### src/design/cau_pkg.sv
// shared types, codes and constants of the complex arithmetic unit
`timescale 1ns / 1ps

package cau_pkg;

  // operand and result word width
  localparam int DATA_W = 32;
  // quotient bits kept by the divider before saturation
  localparam int QUO_W = 33;
  // degrees in a half turn
  localparam int DEG_SCALE = 180;
  // magnitude width of the degree value out of the cordic
  localparam int DEG_W = 40;

  // operation codes carried in tuser
  typedef enum logic [2:0] {
    MODE_ADD   = 3'd0,
    MODE_SUB   = 3'd1,
    MODE_MUL   = 3'd2,
    MODE_DIV   = 3'd3,
    MODE_MAG   = 3'd4,
    MODE_ANGLE = 3'd5,
    MODE_EQUAL = 3'd6
  } mode_t;

  // status codes
  localparam logic [1:0] STATUS_OK   = 2'd0;
  localparam logic [1:0] STATUS_DIV0 = 2'd1;
  localparam logic [1:0] STATUS_SAT  = 2'd2;

  // arctangent of 2^-i in binary angle units, 2^31 units per half turn
  localparam logic [31:0] ATAN_UNITS [32] = '{
    32'h20000000, 32'h12E4051E, 32'h09FB385B, 32'h051111D4, 32'h028B0D43, 32'h0145D7E1,
    32'h00A2F61E, 32'h00517C55, 32'h0028BE53, 32'h00145F2F, 32'h000A2F98, 32'h000517CC,
    32'h00028BE6, 32'h000145F3, 32'h0000A2FA, 32'h0000517D, 32'h000028BE, 32'h0000145F,
    32'h00000A30, 32'h00000518, 32'h0000028C, 32'h00000146, 32'h000000A3, 32'h00000051,
    32'h00000029, 32'h00000014, 32'h0000000A, 32'h00000005, 32'h00000003, 32'h00000001,
    32'h00000001, 32'h00000000
  };

  // saturated word and its overflow flag
  typedef struct packed {
    logic [DATA_W-1:0] val;
    logic              ovf;
  } sat_t;

  // results of the short paths, carried to the output stage
  typedef struct packed {
    mode_t             mode;
    logic [DATA_W-1:0] re;
    logic [DATA_W-1:0] im;
    logic              eq;
    logic              ovf;
    logic              dz;
  } fast_t;

  // one divider result
  typedef struct packed {
    logic             neg;
    logic             big;
    logic [QUO_W-1:0] quo;
  } div_res_t;

endpackage

### src/design/cau_sqrt.sv
// pipelined integer square root, two radicand bits per stage
`timescale 1ns / 1ps

module cau_sqrt import cau_pkg::*; (
  input  logic              clk,
  input  logic              en,
  input  logic [63:0]       in_n,
  output logic [DATA_W-1:0] out_root
);

  localparam int STEPS = 32;

  logic [63:0] n_r   [STEPS-1];
  logic [63:0] res_r [STEPS];

  logic [63:0] cur_n   [STEPS];
  logic [63:0] cur_res [STEPS];
  logic [63:0] sum     [STEPS];
  logic        take    [STEPS];

  // per stage compare of the remainder against the trial root
  always_comb begin
    cur_n[0]   = in_n;
    cur_res[0] = '0;
    for (int k = 1; k < STEPS; k++) begin
      cur_n[k]   = n_r[k-1];
      cur_res[k] = res_r[k-1];
    end
    for (int k = 0; k < STEPS; k++) begin
      sum[k]  = cur_res[k] + (64'd1 << (62 - 2 * k));
      take[k] = cur_n[k] >= sum[k];
    end
  end

  // stage registers
  always_ff @(posedge clk) begin
    if (en) begin
      for (int k = 0; k < STEPS; k++) begin
        res_r[k] <= take[k] ? (cur_res[k] >> 1) + (64'd1 << (62 - 2 * k))
                            : cur_res[k] >> 1;
        if (k < STEPS - 1) begin
          n_r[k] <= take[k] ? cur_n[k] - sum[k] : cur_n[k];
        end
      end
    end
  end

  assign out_root = res_r[STEPS-1][DATA_W-1:0];

endmodule

### config.mk
export PLATFORM = sky130hd
export DESIGN_NAME = cau_sqrt
export DESIGN_NICKNAME = d
export VERILOG_FILES = /design/src/design/cau_pkg.sv /design/src/design/cau_sqrt.sv
export SDC_FILE = /design/constraint.sdc
export NUM_CORES = 2
export LEC_CHECK = 0
export ABC_CLOCK_PERIOD_IN_PS = 9500
export BUFFER_PORTS_ARGS = -buffer_cell sky130_fd_sc_hd__buf_2
export CAP_MARGIN = 20
export CORE_ASPECT_RATIO = 2
export CORE_MARGIN = 2
export CORE_UTILIZATION = 40
export CTS_CLUSTER_DIAMETER = 200
export DETAILED_ROUTE_END_ITERATION = 8
export PLACE_DENSITY = 0.66
export SETUP_SLACK_MARGIN = 0.4
export SKIP_CTS_REPAIR_TIMING = 1
export SLEW_MARGIN = 10
export SYNTH_ARGS = -nofsm -noshare
export SYNTH_HDL_FRONTEND = slang
export SYNTH_SLANG_ARGS = --single-unit
### constraint.sdc
create_clock -name clk -period 9.5 [get_ports clk]
set_input_delay 0.475 -clock clk [delete_from_list [all_inputs] [get_ports clk]]
set_output_delay 0.475 -clock clk [all_outputs]
set_load 0.05 [all_outputs]
==> flow_metrics.py <==
metrics = {
    "place": {
        "post-dp-hpwl_um": 296000,
        "dp_cells": 13712,
        "gp_congestion": 1.05,
        "port-buffer-count": 97,
        "place_ws_ps": 4280,
        "post_dp_cell_area_sq_um": 127000,
    },
    "final_layout": {
        "final_util": 0.450,
        "fin_nets": 10623,
        "final_cells": 14329,
        "design_area_sq_um": 135000,
        "multi_input_area_sq_um": 42300,
        "final_layout_size_suffix_gt1_frac": 0.0758,
        "ff_latch_area_sq_um": 75400,
        "area_growth_pct": 12.1,
        "n_fill_cell": 26784,
    },
    "critical_path": {
        "crit_slowest_cell": "nor4_2",
        "cp_cell_sequence": "nor4_1 > and2_1 > nand3_1 > nor4_2 > or4_4 > nor3b_4 > buf_4 > or3_2 > nor4_1 > xor2_1",
        "crit_path_frequent_cell": "nor4_1",
        "critical_path_class": "reg2reg",
        "r2r_cells": 10,
        "worstPathArrival_ps": 5860,
        "endpoint_kind": "register",
        "crit_end": "n_r[1][691]",
        "crit_cells": 10,
        "r2r-end": "n_r[1][691]",
        "cp_max_fo": 57,
        "reg2reg_from": "n_r[1][622]",
        "required_ps": 10110,
        "worstSetupStartpoint": "n_r[1][622]",
        "reg2reg_slack_ps": 4260,
        "critPathBufInv": 1,
        "crit_family": "simple AND/OR/NAND/NOR gates",
        "critPathLaunchType": "register",
        "max_stage_delay_ps": 830,
    },
    "synthesis": {
        "synth_top_cell_area_share": 0.624,
        "yosysTopAreaCell": "edfxtp_1",
        "yosysSeqAreaShare": 0.624,
        "syn-mean-instance-area_sq_um": 12.5,
        "synthArstFlopShare": 0,
        "synthTopCellsByArea": "edfxtp_1, ha_1, xor2_1",
        "syn_area_sq_um": 121000,
        "syn_nets": 10318,
        "yosysMostFrequentCell": "edfxtp_1",
        "synth_cell_types": 90,
        "synthCells": 9694,
        "synth_warnings": 0,
        "synth_seq_cells": 2512,
        "netlist_top_cells_count": "edfxtp_1, inv_1, nand2_1",
        "synth_edf_count": 2512,
        "synthFlopType": "edfxtp_1",
    },
    "die": {
        "dieArea_sq_um": 307000,
        "row_count": 285,
        "die_w_um": 393,
        "ios": 98,
        "die_h_um": 781,
        "start_util": 0.401,
        "core_sq_um": 301000,
    },
    "timing": {
        "drv_slew": 0,
        "setup_viol": 0,
        "max_freq_ghz": 0.191,
        "tightest_slew_ps": 1260,
        "period_minus_slack_ps": 5240,
        "setup_tns_ps": 0,
        "hold_ws_ps": 124,
        "fin_ws_ps": 4260,
        "hold_violations": 0,
        "grt_setup_unrepaired": "no",
        "period_share": 0.552,
        "maxSlewHeadroom": 0.157,
        "worst_clock_skew_ps": 125,
    },
    "clock_tree": {
        "clkLatencyLatePin_ps": 970,
        "clockBufferDepth": 4,
        "cts_inserted_buffers": 231,
        "clkTransAtPathRegs_ps": 70,
        "cts-root-buf": "clkbuf_16",
        "cts_tree": "yes",
        "clock-sinks": 2512,
        "htree_num_levels": 4,
    },
    "global_routing": {
        "grt_overflow": 0,
        "grt_first_pass_wirelength_um": 531000,
        "grt_max_degree": 198,
        "track_usage": 0.241,
        "antenna_found_initial": 31,
        "grt_pass1_vias": 83322,
    },
    "drt": {
        "drc": 0,
        "drt_iter0_drc": 4564,
        "wirelength_um": 378000,
        "viasPerCell": 5.55,
        "wl_per_cell_um": 26.4,
        "postRouteAntennaNets": 0,
        "vias": 79519,
        "first_pass_iters": 5,
    },
    "power": {
        "vdd_drop_max_mv": 0.284,
        "power.density_nw_per_um2": 241,
        "total_power_mw": 32.7,
        "leakage_nw": 50.0,
    },
    "worst_hold_path": {
        "worstHoldPathType": "in2reg",
    },
    "outcome": {
        "outcome": "finished, final reports clean",
    },
    "job": {
        "drv_cap": 0,
    },
}
[layout make-up]
| type | count | share of cell area |
|---|---|---|
| Antenna cell | 127 | 0.00235 |
| Clock buffer | 269 | 0.0441 |
| Clock inverter | 149 | 0.0118 |
| Inverter | 693 | 0.0192 |
| Multi-Input combinational cell | 6278 | 0.312 |
| Sequential cell | 2512 | 0.557 |
| Tap cell | 4018 | 0.0371 |
| Timing Repair Buffer | 283 | 0.0160 |
[where the power goes]
part | switching, mW | leakage (nW) | total, mW | internal, mW
clock | 4.24 | 3.65 | 9.53 | 5.29
combinational | 4.92 | 22.1 | 7.81 | 2.90
sequential | 1.27 | 24.2 | 15.4 | 14.1
total | 10.4 | 50.0 | 32.7 | 22.3
[state kept, by name, indices dropped and copies added (netlist names)]
register and cells:
n_r 1984, res_r 528
[worst reg2reg max path, stage by stage, from the launching register on]
cell and delay (ps):
edfxtp_1 440, nor4_1 690, and2_1 710, nand3_1 490
nor4_2 840, or4_4 280, nor3b_4 50, buf_4 280
or3_2 690, nor4_1 380, xor2_1 130
[layout by cell type (no fill, tap or decap), types with 34 or more instances in the layout]
cell,n
a211oi_1,52
a21o_1,202
a21oi_1,625
a31oi_1,60
and2_1,39
and3_1,48
buf_2,99
buf_4,103
clkbuf_1,36
clkbuf_16,233
clkinv_1,39
clkinv_2,43
diode_2,127
dlygate4sd3_1,64
edfxtp_1,2512
ha_1,558
inv_1,689
mux2_2,68
nand2_1,659
nand2b_1,116
nand3_1,138
nand3b_1,34
nand4_1,160
nor2_1,655
nor2b_1,79
nor3_1,233
nor4_1,315
nor4b_1,49
o211ai_1,44
o21a_1,70
o21ai_0,471
o21bai_1,46
o31ai_1,54
or2_2,47
or3_1,113
or4_1,86
xnor2_1,434
xor2_1,425
[metal layers]
layer  global-route usage  vias up  wire length [um]
met4                0.301        8             55300
met3               0.0337     1302             11600
met2                0.505     2208            225000
li1                     -    36975                 -
met5                    0        -                43
met1                0.141    39026             85800
[how the worst min path moves through the flow]
| stage | slack (ps) | from | to | cells after the start |
|---|---|---|---|---|
| final | 120 | en | res_r[0][560] | 1 |
| after global routing | 160 | en | res_r[0][560] | 1 |
| after CTS | -340 | in_n[56] | n_r[0][56] | 1 |
| after detailed placement | 430 | n_r[1][398] | n_r[1][462] | 0 |
| after global placement | 420 | n_r[1][399] | n_r[1][463] | 0 |
| after floorplan | 420 | n_r[0][419] | n_r[0][483] | 0 |
[cells by family (layout without fill, tap and decap cells)]
| family | after synthesis | after routing | synth area share |
|---|---|---|---|
| AND/OR/NAND/NOR | 2894 | 2894 | 0.123 |
| flip-flops | 2512 | 2512 | 0.624 |
| AO/OA/AOI/OAI | 1872 | 1872 | 0.0955 |
| buffers and inverters | 904 | 1394 | 0.0285 |
| XOR/XNOR | 878 | 878 | 0.0636 |
| adder cells (fa/ha/maj) | 558 | 558 | 0.0578 |
| multiplexers | 76 | 76 | 0.00700 |
| other | 0 | 127 | 0 |
No activity file was read; power rests on OpenSTA's default activity.
